==> src/hw/rtl/hdpr_pkg.sv <==
package hdpr_pkg;

  localparam int LEVEL_BITS    = 5;
  localparam int MAX_HALF_SIZE = 16;

  localparam int CFG_W       = 5;
  localparam int HALF_RESET  = 8;
  localparam int LUMA_W      = 8;
  localparam int OFS_W       = 5;
  localparam int PIX_W       = 24;
  localparam int EXT_W       = 7;

  localparam int LUMA_BLACK       = 16;
  localparam int LUMA_WHITE       = 235;
  localparam int LUMA_RECIP_SHIFT = 24;
  localparam int LUMA_RECIP       = 71393;
  localparam int LUMA_SCALE       = 255 * LUMA_RECIP;
  localparam int LUMA_SCALE_W     = $clog2(LUMA_SCALE + 1);
  localparam int LUMA_PROD_W      = LUMA_W + LUMA_SCALE_W;

  localparam int HS_W   = $clog2(MAX_HALF_SIZE + 1);
  localparam int DIST_W = ($clog2(MAX_HALF_SIZE) > 0) ? $clog2(MAX_HALF_SIZE) : 1;
  localparam int SUB_N  = 4;
  localparam int SUB_W  = DIST_W + 2;
  localparam int SQ_W   = 2 * SUB_W;
  localparam int SUM_W  = SQ_W + 1;
  localparam int NSUB   = SUB_N * SUB_N;
  localparam int CNT_W  = $clog2(NSUB + 1);
  localparam int CNT_MAX = 15;

  localparam int DENOM    = 1 << LEVEL_BITS;
  localparam int GROW_MAX = DENOM + 4 * (DENOM - 1);
  localparam int GROW_W   = $clog2(GROW_MAX + 1);
  localparam int G_SQ_W   = 2 * GROW_W;
  localparam int H_SQ_W   = 2 * HS_W;
  localparam int RHS_SH   = 4;
  localparam int RHS_W    = RHS_SH + H_SQ_W + G_SQ_W;
  localparam int LHS_SCALE = 25 * DENOM * DENOM;
  localparam int LHS_W    = SUM_W + $clog2(LHS_SCALE + 1);
  localparam int CMP_W    = (RHS_W > LHS_W) ? RHS_W : LHS_W;

  typedef struct packed {
    logic ld1;
    logic ld2;
  } front_ctl_t;

  typedef struct packed {
    logic ld3;
    logic ld4;
    logic ld5;
  } disk_ctl_t;

  typedef struct packed {
    logic                              blank;
    logic [LEVEL_BITS-1:0]             level;
    logic [H_SQ_W-1:0]                 h_sq;
    logic [SUB_N-1:0][SQ_W-1:0]        sq_y;
    logic [SUB_N-1:0][SQ_W-1:0]        sq_x;
  } prep_t;

endpackage

==> src/hw/rtl/halftone_dot_pixel_renderer.sv <==
// Channel   Direction  Handshake            Payload
// in        input      in_valid/in_stall    in_cell_luma, in_offset_x, in_offset_y
// out       output     out_valid/out_stall  out_pixel_rgb
// cfg       input      cfg_valid/cfg_ready  cfg_half_size
//
// Six register stages: luma scale and cell fold, level and squares, radius and
// subsample sums, radius product and subsample scaling, compare, count.
// One transaction per cycle is taken while out_stall is low.
// Reset (rst_n low, synchronous) empties the pipe and sets half_size to 8.
// A stall holds the full stages; empty stages keep filling, so in_stall rises
// only once every stage holds a transaction.
module halftone_dot_pixel_renderer (
  input  logic                          clk,
  input  logic                          rst_n,
  input  logic                          in_valid,
  output logic                          in_stall,
  input  logic [hdpr_pkg::LUMA_W-1:0]   in_cell_luma,
  input  logic [hdpr_pkg::OFS_W-1:0]    in_offset_x,
  input  logic [hdpr_pkg::OFS_W-1:0]    in_offset_y,
  output logic                          out_valid,
  input  logic                          out_stall,
  output logic [hdpr_pkg::PIX_W-1:0]    out_pixel_rgb,
  input  logic                          cfg_valid,
  output logic                          cfg_ready,
  input  logic [hdpr_pkg::CFG_W-1:0]    cfg_half_size
);

  logic [hdpr_pkg::CFG_W-1:0] half_size_r;
  logic [5:1]                 vld_r;
  logic [6:1]                 ld;
  logic                       out_valid_r;
  hdpr_pkg::front_ctl_t       front_ctl;
  hdpr_pkg::disk_ctl_t        disk_ctl;
  hdpr_pkg::prep_t            prep;
  logic [hdpr_pkg::NSUB-1:0]  hit;
  logic [hdpr_pkg::CNT_W-1:0] cnt;
  logic [3:0]                 level_cnt;
  logic [hdpr_pkg::PIX_W-1:0] pixel_nxt, pixel_r;

  assign cfg_ready = 1'b1;

  always_ff @(posedge clk) begin
    if (!rst_n) begin
      half_size_r <= hdpr_pkg::CFG_W'(hdpr_pkg::HALF_RESET);
    end else if (cfg_valid && cfg_ready) begin
      half_size_r <= cfg_half_size;
    end
  end

  // advance a stage when it is empty or the next stage advances
  always_comb begin
    ld[6] = !out_valid_r || !out_stall;
    for (int i = 5; i >= 1; i--) begin
      ld[i] = !vld_r[i] || ld[i+1];
    end
  end

  assign in_stall = !ld[1];

  always_ff @(posedge clk) begin
    if (!rst_n) begin
      vld_r       <= '0;
      out_valid_r <= 1'b0;
    end else begin
      if (ld[1]) begin
        vld_r[1] <= in_valid;
      end
      for (int i = 2; i <= 5; i++) begin
        if (ld[i]) begin
          vld_r[i] <= vld_r[i-1];
        end
      end
      if (ld[6]) begin
        out_valid_r <= vld_r[5];
      end
    end
  end

  assign front_ctl.ld1 = ld[1];
  assign front_ctl.ld2 = ld[2];
  assign disk_ctl.ld3  = ld[3];
  assign disk_ctl.ld4  = ld[4];
  assign disk_ctl.ld5  = ld[5];

  hdpr_front u_front (
    .clk       (clk),
    .ctl       (front_ctl),
    .half_size (half_size_r),
    .cell_luma (in_cell_luma),
    .offset_x  (in_offset_x),
    .offset_y  (in_offset_y),
    .prep      (prep)
  );

  hdpr_disk u_disk (
    .clk  (clk),
    .ctl  (disk_ctl),
    .prep (prep),
    .hit  (hit)
  );

  always_comb begin
    cnt = '0;
    for (int k = 0; k < hdpr_pkg::NSUB; k++) begin
      cnt = cnt + hdpr_pkg::CNT_W'(hit[k]);
    end
    level_cnt = (cnt > hdpr_pkg::CNT_W'(hdpr_pkg::CNT_MAX)) ?
                4'(hdpr_pkg::CNT_MAX) : cnt[3:0];
    pixel_nxt = {level_cnt, 4'h0, level_cnt, 4'h0, level_cnt, 4'h0};
  end

  always_ff @(posedge clk) begin
    if (ld[6]) begin
      pixel_r <= pixel_nxt;
    end
  end

  assign out_valid     = out_valid_r;
  assign out_pixel_rgb = pixel_r;

endmodule

==> src/hw/rtl/hdpr_front.sv <==
module hdpr_front (
  input  logic                         clk,
  input  hdpr_pkg::front_ctl_t         ctl,
  input  logic [hdpr_pkg::CFG_W-1:0]   half_size,
  input  logic [hdpr_pkg::LUMA_W-1:0]  cell_luma,
  input  logic [hdpr_pkg::OFS_W-1:0]   offset_x,
  input  logic [hdpr_pkg::OFS_W-1:0]   offset_y,
  output hdpr_pkg::prep_t              prep
);

  logic [hdpr_pkg::EXT_W-1:0]       h_ext, rim_ext, ctr_ext, ox_ext, oy_ext, dx_ext, dy_ext;
  logic [hdpr_pkg::LUMA_W-1:0]      luma_off;
  logic [hdpr_pkg::LUMA_PROD_W-1:0] prod_nxt, prod_r;
  logic                             lo_nxt, hi_nxt, blank_nxt;
  logic                             lo_r, hi_r, blank_r;
  logic [hdpr_pkg::HS_W-1:0]        h_r;
  logic [hdpr_pkg::DIST_W-1:0]      dx_r, dy_r;

  logic [hdpr_pkg::LUMA_W-1:0]      mapped;
  hdpr_pkg::prep_t                  prep_nxt, prep_r;
  logic [hdpr_pkg::SUB_N-1:0][hdpr_pkg::SUB_W-1:0] sy, sx;

  always_comb begin
    h_ext = (hdpr_pkg::EXT_W'(half_size) > hdpr_pkg::EXT_W'(hdpr_pkg::MAX_HALF_SIZE)) ?
            hdpr_pkg::EXT_W'(hdpr_pkg::MAX_HALF_SIZE) : hdpr_pkg::EXT_W'(half_size);
    rim_ext = (h_ext << 1) - hdpr_pkg::EXT_W'(1);
    ctr_ext = h_ext - hdpr_pkg::EXT_W'(1);
    ox_ext  = hdpr_pkg::EXT_W'(offset_x);
    oy_ext  = hdpr_pkg::EXT_W'(offset_y);
    dx_ext  = (ox_ext >= ctr_ext) ? (ox_ext - ctr_ext) : (ctr_ext - ox_ext);
    dy_ext  = (oy_ext >= ctr_ext) ? (oy_ext - ctr_ext) : (ctr_ext - oy_ext);
    blank_nxt = (h_ext == '0) || (ox_ext >= rim_ext) || (oy_ext >= rim_ext);
    lo_nxt   = cell_luma < hdpr_pkg::LUMA_W'(hdpr_pkg::LUMA_BLACK);
    hi_nxt   = cell_luma > hdpr_pkg::LUMA_W'(hdpr_pkg::LUMA_WHITE);
    luma_off = cell_luma - hdpr_pkg::LUMA_W'(hdpr_pkg::LUMA_BLACK);
    prod_nxt = hdpr_pkg::LUMA_PROD_W'(luma_off) *
               hdpr_pkg::LUMA_PROD_W'(hdpr_pkg::LUMA_SCALE);
  end

  always_ff @(posedge clk) begin
    if (ctl.ld1) begin
      prod_r  <= prod_nxt;
      lo_r    <= lo_nxt;
      hi_r    <= hi_nxt;
      blank_r <= blank_nxt;
      h_r     <= h_ext[hdpr_pkg::HS_W-1:0];
      dx_r    <= dx_ext[hdpr_pkg::DIST_W-1:0];
      dy_r    <= dy_ext[hdpr_pkg::DIST_W-1:0];
    end
  end

  always_comb begin
    if (lo_r) begin
      mapped = '0;
    end else if (hi_r) begin
      mapped = '1;
    end else begin
      mapped = prod_r[hdpr_pkg::LUMA_RECIP_SHIFT +: hdpr_pkg::LUMA_W];
    end
    prep_nxt.blank = blank_r;
    prep_nxt.level = mapped[hdpr_pkg::LUMA_W-1 -: hdpr_pkg::LEVEL_BITS];
    prep_nxt.h_sq  = hdpr_pkg::H_SQ_W'(h_r) * hdpr_pkg::H_SQ_W'(h_r);
    for (int u = 0; u < hdpr_pkg::SUB_N; u++) begin
      sy[u] = {dy_r, 2'(u)};
      sx[u] = {dx_r, 2'(u)};
      prep_nxt.sq_y[u] = hdpr_pkg::SQ_W'(sy[u]) * hdpr_pkg::SQ_W'(sy[u]);
      prep_nxt.sq_x[u] = hdpr_pkg::SQ_W'(sx[u]) * hdpr_pkg::SQ_W'(sx[u]);
    end
  end

  always_ff @(posedge clk) begin
    if (ctl.ld2) begin
      prep_r <= prep_nxt;
    end
  end

  assign prep = prep_r;

endmodule

==> src/hw/rtl/hdpr_disk.sv <==
module hdpr_disk (
  input  logic                        clk,
  input  hdpr_pkg::disk_ctl_t         ctl,
  input  hdpr_pkg::prep_t             prep,
  output logic [hdpr_pkg::NSUB-1:0]   hit
);

  logic [hdpr_pkg::GROW_W-1:0]                      grow;
  logic [hdpr_pkg::G_SQ_W-1:0]                      g_sq_nxt, g_sq_r;
  logic [hdpr_pkg::H_SQ_W-1:0]                      h_sq_r;
  logic [hdpr_pkg::NSUB-1:0][hdpr_pkg::SUM_W-1:0]   sum_nxt, sum_r;
  logic                                             blank3_r, blank4_r;

  logic [hdpr_pkg::CMP_W-1:0]                       rhs_nxt, rhs_r;
  logic [hdpr_pkg::NSUB-1:0][hdpr_pkg::CMP_W-1:0]   lhs_nxt, lhs_r;
  logic [hdpr_pkg::NSUB-1:0]                        hit_nxt, hit_r;

  always_comb begin
    grow = hdpr_pkg::GROW_W'(hdpr_pkg::DENOM) + (hdpr_pkg::GROW_W'(prep.level) << 2);
    g_sq_nxt = hdpr_pkg::G_SQ_W'(grow) * hdpr_pkg::G_SQ_W'(grow);
    for (int u = 0; u < hdpr_pkg::SUB_N; u++) begin
      for (int v = 0; v < hdpr_pkg::SUB_N; v++) begin
        sum_nxt[u * hdpr_pkg::SUB_N + v] = hdpr_pkg::SUM_W'(prep.sq_y[u]) +
                                           hdpr_pkg::SUM_W'(prep.sq_x[v]);
      end
    end
  end

  always_ff @(posedge clk) begin
    if (ctl.ld3) begin
      g_sq_r   <= g_sq_nxt;
      h_sq_r   <= prep.h_sq;
      sum_r    <= sum_nxt;
      blank3_r <= prep.blank;
    end
  end

  always_comb begin
    rhs_nxt = (hdpr_pkg::CMP_W'(h_sq_r) * hdpr_pkg::CMP_W'(g_sq_r)) << hdpr_pkg::RHS_SH;
    for (int k = 0; k < hdpr_pkg::NSUB; k++) begin
      lhs_nxt[k] = hdpr_pkg::CMP_W'(sum_r[k]) * hdpr_pkg::CMP_W'(hdpr_pkg::LHS_SCALE);
    end
  end

  always_ff @(posedge clk) begin
    if (ctl.ld4) begin
      rhs_r    <= rhs_nxt;
      lhs_r    <= lhs_nxt;
      blank4_r <= blank3_r;
    end
  end

  always_comb begin
    for (int k = 0; k < hdpr_pkg::NSUB; k++) begin
      hit_nxt[k] = !blank4_r && (lhs_r[k] < rhs_r);
    end
  end

  always_ff @(posedge clk) begin
    if (ctl.ld5) begin
      hit_r <= hit_nxt;
    end
  end

  assign hit = hit_r;

endmodule

==> config.mk <==
export PLATFORM = sky130hd
export DESIGN_NAME = halftone_dot_pixel_renderer
export DESIGN_NICKNAME = d
export VERILOG_FILES = /design/src/hw/rtl/hdpr_pkg.sv /design/src/hw/rtl/halftone_dot_pixel_renderer.sv /design/src/hw/rtl/hdpr_front.sv /design/src/hw/rtl/hdpr_disk.sv
export SDC_FILE = /design/constraint.sdc
export NUM_CORES = 2
export LEC_CHECK = 0
export BUFFER_PORTS_ARGS = -buffer_cell sky130_fd_sc_hd__buf_2
export CORE_ASPECT_RATIO = 1.1
export CORE_MARGIN = 2
export CORE_UTILIZATION = 60
export DETAILED_ROUTE_END_ITERATION = 16
export PLACE_DENSITY = 0.85
export SETUP_SLACK_MARGIN = 0.15
export SLEW_MARGIN = 15
export SYNTH_ARGS = -nofsm -noshare
export SYNTH_HDL_FRONTEND = slang
export SYNTH_SLANG_ARGS = --single-unit
==> constraint.sdc <==
create_clock -name clk -period 6.85 [get_ports clk]
set_input_delay 0.685 -clock clk [delete_from_list [all_inputs] [get_ports clk]]
set_output_delay 0.685 -clock clk [all_outputs]
set_load 0.02 [all_outputs]
After elaboration in Yosys (flattened, before gate mapping)
Cells that the tools add are included.

storage, ports and cells
  register bits after elaboration = 737
  input bits = 28
  output and inout port bits = 27
  word-level logic and storage cells = 194

cells by class
  add/subtract/negate cells = 39
  multipliers = 28
  magnitude comparators = 24
  muxes and demuxes = 5
  reduce and logical (&&, ||, !) cells = 34

operators with widths
  operator               number
  $lt 28x30->1           16
  $mul 13x5->18 const B  16
  $add 12x12->13         16
  $add 5x1->5            11
  $mul 6x6->12           4
  $mul 8x25->32 const B  1
  $mul 5x5->10           3
  $ge 5x7->1             4
  $mul 10x16->26         1
  $logic_and 1x1->1      16
  $mul 4x4->8            2
  $mul 8x8->16           1
  $sub 4x4->4            4
  $mux 4                 3
  $logic_not 1->1        9
  $add 6x7->8 const A    1
  $gt 8x8->1 const B     1
  $logic_or 1x1->1       8
  $lt 8x5->1 const B     1
  $mux 8                 1
  $sub 8x5->8 const B    1
  $logic_not 7->1        1
  $sub 7x1->7 const B    1
  $sub 5x1->6 const B    1
  7 further kinds        7

Logic depth before layout (Yosys ltp)
  depth after elaboration = 17
  depth in mapped cells = 21
  mapped depth without buffers = 21

Cells and area by module
From an unflattened synthesis, not the netlist that was laid out.

unflattened totals
  cell total of the unflattened synthesis = 6252
  area total of the unflattened synthesis = 65544.1 sq um

modules (own cells, without submodules)
  module                       times used  cells an instance  area an instance (sq um)  seq. area each (sq um)
  hdpr_disk                    1           5188               54245.8                   16726.0
  hdpr_front                   1           944                10163.5                   2942.8
  halftone_dot_pixel_renderer  1           120                1134.8                    340.3

Worst setup path after synthesis
OpenSTA, ideal clock, no wires.

  path kind = in2reg
  start point = input out_stall
  end point = register u_disk.blank4_r (enable)
  arrival = 5010 ps
  required time = 4891 ps
  path slack = -119 ps
  stages = 2
  buffers on the path = 0
  cells stage by stage = and3_1 > nand2_1

RTL lines
  item                  RTL line                           source
  from (decl)           halftone_dot_pixel_renderer.sv:21  input logic out_stall,
  to (signal assigned)  hdpr_disk.sv:49                    blank4_r <= blank3_r;
  to (decl)             hdpr_disk.sv:12                    logic blank3_r, blank4_r;

Worst setup path after layout
  start point = register u_disk.h_sq_r[9] (netlist name)
  end point = register u_disk.rhs_r[29] (netlist name) (data pin)

between the ends
  word-level cells in the longest chain between the ends = 1

ends and longest elaborated chain
  item                         RTL line         source
  from (decl)                  hdpr_disk.sv:10  logic [hdpr_pkg::H_SQ_W-1:0] h_sq_r;
  from (signal assigned)       hdpr_disk.sv:32  h_sq_r <= prep.h_sq;
  $mul 10x16->26               hdpr_disk.sv:39  rhs_nxt = (hdpr_pkg::CMP_W'(h_sq_r) * hdpr_pkg::CMP_W'(g_sq_r)) << hdpr_pkg::RHS_SH;
  via u_disk.rhs_nxt, one bit  hdpr_disk.sv:14  logic [hdpr_pkg::CMP_W-1:0] rhs_nxt, rhs_r;
  to (signal assigned)         hdpr_disk.sv:47  rhs_r <= rhs_nxt;
  to (decl)                    hdpr_disk.sv:14

The timed path passes the listed nets, and every way through them passes these cells.
A chain may end at the register's enable or synchronous reset.

==> metrics.yaml <==
status: "complete, no violations"
die_w_um: 287.6
clock_skew_ns: 0.04502
yosysTopAreaCell: "edfxtp_1"
crit_top_cell: "fa_1"
route.detailed.drc: 0
start_kind: "flop"
synth-main-ff-cell: "edfxtp_1"
crit_required_ns: 7.19
setup_viol: 0
synth.most_common_cell: "ha_1"
ys_ff_latch: 556
start_util: 0.6053
grt_max_degree: 105
io_pins: 55
max-cap-violations: 0
critical-path-top-delay-family: "adder cells"
yosysUniqueCellTypes: 80
post-cts-setup-buffers: 0
synth-edff-count: 545
fin_crit_sh: 0.8117
hold_viol: 0
clock_latency_ns: 0.64
worstSetupPathType: "reg -> reg"
layout.nets: 6517
synth_seq_area_share: 0.3124
syn_avg_cell_area_um2: 10.76
netlist_instances: 4933
cts.htree.levels: 3
wire_per_inst_um: 19.93
fmax_mhz: 179.9
cpMaxStageDelayCell: "edfxtp_1"
wl_met1_mm: 48.09
crit_path_max_fanout: 11
port_buffers: 41
ctsHoldBuffers: 0
cts_tree: "yes"
grt_pass1_vias: 37978
critPathBufInv: 2
cts_resized: 0
grt_util_all_layers: 0.2795
worstMarginPinSlew_ns: 1.149
hold_path.class: "in -> reg"
met2_length_mm: 59.42
dp_slack_ns: 0.8600
synth_area_leaders: "edfxtp_1 31%, ha_1 29%, fa_1 9.2%"
cts.clk_slew.worst_paths_ns: 0.06
place_hpwl_mm: 93.32
die_h_um: 316.0
post-route-min-period_ns: 5.560
first_pass_iters: 5
syn_area_um2: 53090
maxUsedRoutingLayer: "met5"
cts-root-buf: "clkbuf_16"
gr-total-overflow: 0
tns_ns: 0
vias_per_cell: 5.870
vias: 36653
area_delta_synth_final_pct: 7.433
rsz0062_at_grt: "false"
wirelength_mm: 124.4
drive_gt1_frac: 0.04249
grt_pass1_wl_mm: 197.6
die-area_um2: 90890
slew_violations: 0
cp.arrival_ns: 5.90
grt_antenna_before_repair: 5
ant_nets: 0
crit_chain: "and2_1 -> fa_1 -> inv_1 -> fa_1 -> inv_1 -> fa_1 -> fa_1 -> ha_1 -> ha_1 -> and3_1 -> nand2_1 -> a211oi_1 -> o2111ai_1 -> a31oi_1 -> mux2i_1 -> o311ai_0"
cp_slowest_stage_delay_ns: 0.55
post-route-util: 0.6503
drt_first_iter_violations: 2206
synth-async-reset-ratio: 0
cts_max_path_buffers: 3
yosys_warnings: 0
synth_common_cells: "1213 x ha_1, 826 x inv_1, 545 x edfxtp_1"
cts_buffers: 67
coreArea_um2: 87720
gp_congestion: 0.9296
rows: 114
setup_ws_ns: 1.290
synth_top_area_frac: 0.3082
dr_wl_met3_mm: 9.134
endpoint_kind: "flop"
slew-limit-headroom: 0.2320
cts.sinks: 556
-- sequential cells by signal (all words and copies together), names as in the netlist, 9 cells and up --
signal and cells:
u_disk.rhs_r 21, u_disk.g_sq_r 11, u_disk.hit 16, u_disk.lhs_r 231, u_front.prep 79, u_disk.h_sq_r 9
u_disk.sum_r 151
-- layout make-up --
class	count	area (um2)
fillers	6344	30680
clock inverters	40	475.5
clock buffers	81	1813
flip-flops and latches	556	16590
diodes	1	2.502
inverters	826	3105
well taps	1160	1451
repair buffers	66	392.9
multi-input cells	3514	33210
-- worst paths after layout --
path | startpoint | end | slack, ns | cells past startpoint
setup / recovery | u_disk.h_sq_r[9]$_DFFE_PP_ | u_disk.rhs_r[29]$_DFFE_PP_ | 1.29 | 16
hold / removal | cfg_half_size[3] | half_size_r[3]$_SDFFE_PN1P_ | 0.26 | 3
setup reg to reg | u_disk.h_sq_r[9]$_DFFE_PP_ | u_disk.rhs_r[29]$_DFFE_PP_ | 1.29 | 16
hold reg to reg | u_front.prep[105]$_DFFE_PP_ | u_disk.h_sq_r[9]$_DFFE_PP_ | 0.41 | 0
-- through the flow --
step / hold WS [ns] / instances / cell area [um2]
final: 0.2644 / 6244 / 57040
after global routing: 0.2610 / 6243 / 57040
after CTS: 0.2396 / 6243 / 57040
after detailed placement: 0.4045 / 6122 / 54750
after global placement: 0.4041 / 6122 / 54750
after floorplan: 0.4003 / 4952 / 53170
-- metal layers --
layer,up-vias,global-route usage
li1,17367,-
met1,17676,0.3334
met2,1216,0.4820
met3,388,0.04322
met4,6,0.1574
met5,-,0
-- placed cells by master (no fill, tap or decap), types with 48 or more instances in the layout --
master and count:
xnor2_1 257, nor2_1 157, inv_1 822, ha_1 1213
fa_1 245, nor3_1 54, clkbuf_16 70, a21oi_1 308
o21ai_0 169, nor2b_1 71, nand2b_1 57, edfxtp_1 545
a21o_1 146, and2_1 94, xor2_1 118, nand3_1 50
nand2_1 133, o21bai_1 48
-- cell families after synthesis --
logic type	Yosys count	synth area share
mux	19	0.003676
other cells	2	0.0001414
compound gates	906	0.1081
fa+ha+maj	1458	0.3782
flops	556	0.3124
buf+inv	882	0.06384
simple gates	735	0.07180
xor+xnor	375	0.06186
-- worst min-delay path, stage by stage --
cell	delay (ns)
buf_2	0.07
mux2i_1	0.06
nand2_1	0.06
Power is not shown: default switching activity piles up to over one toggle a cycle in this logic, so the estimate is an artifact.
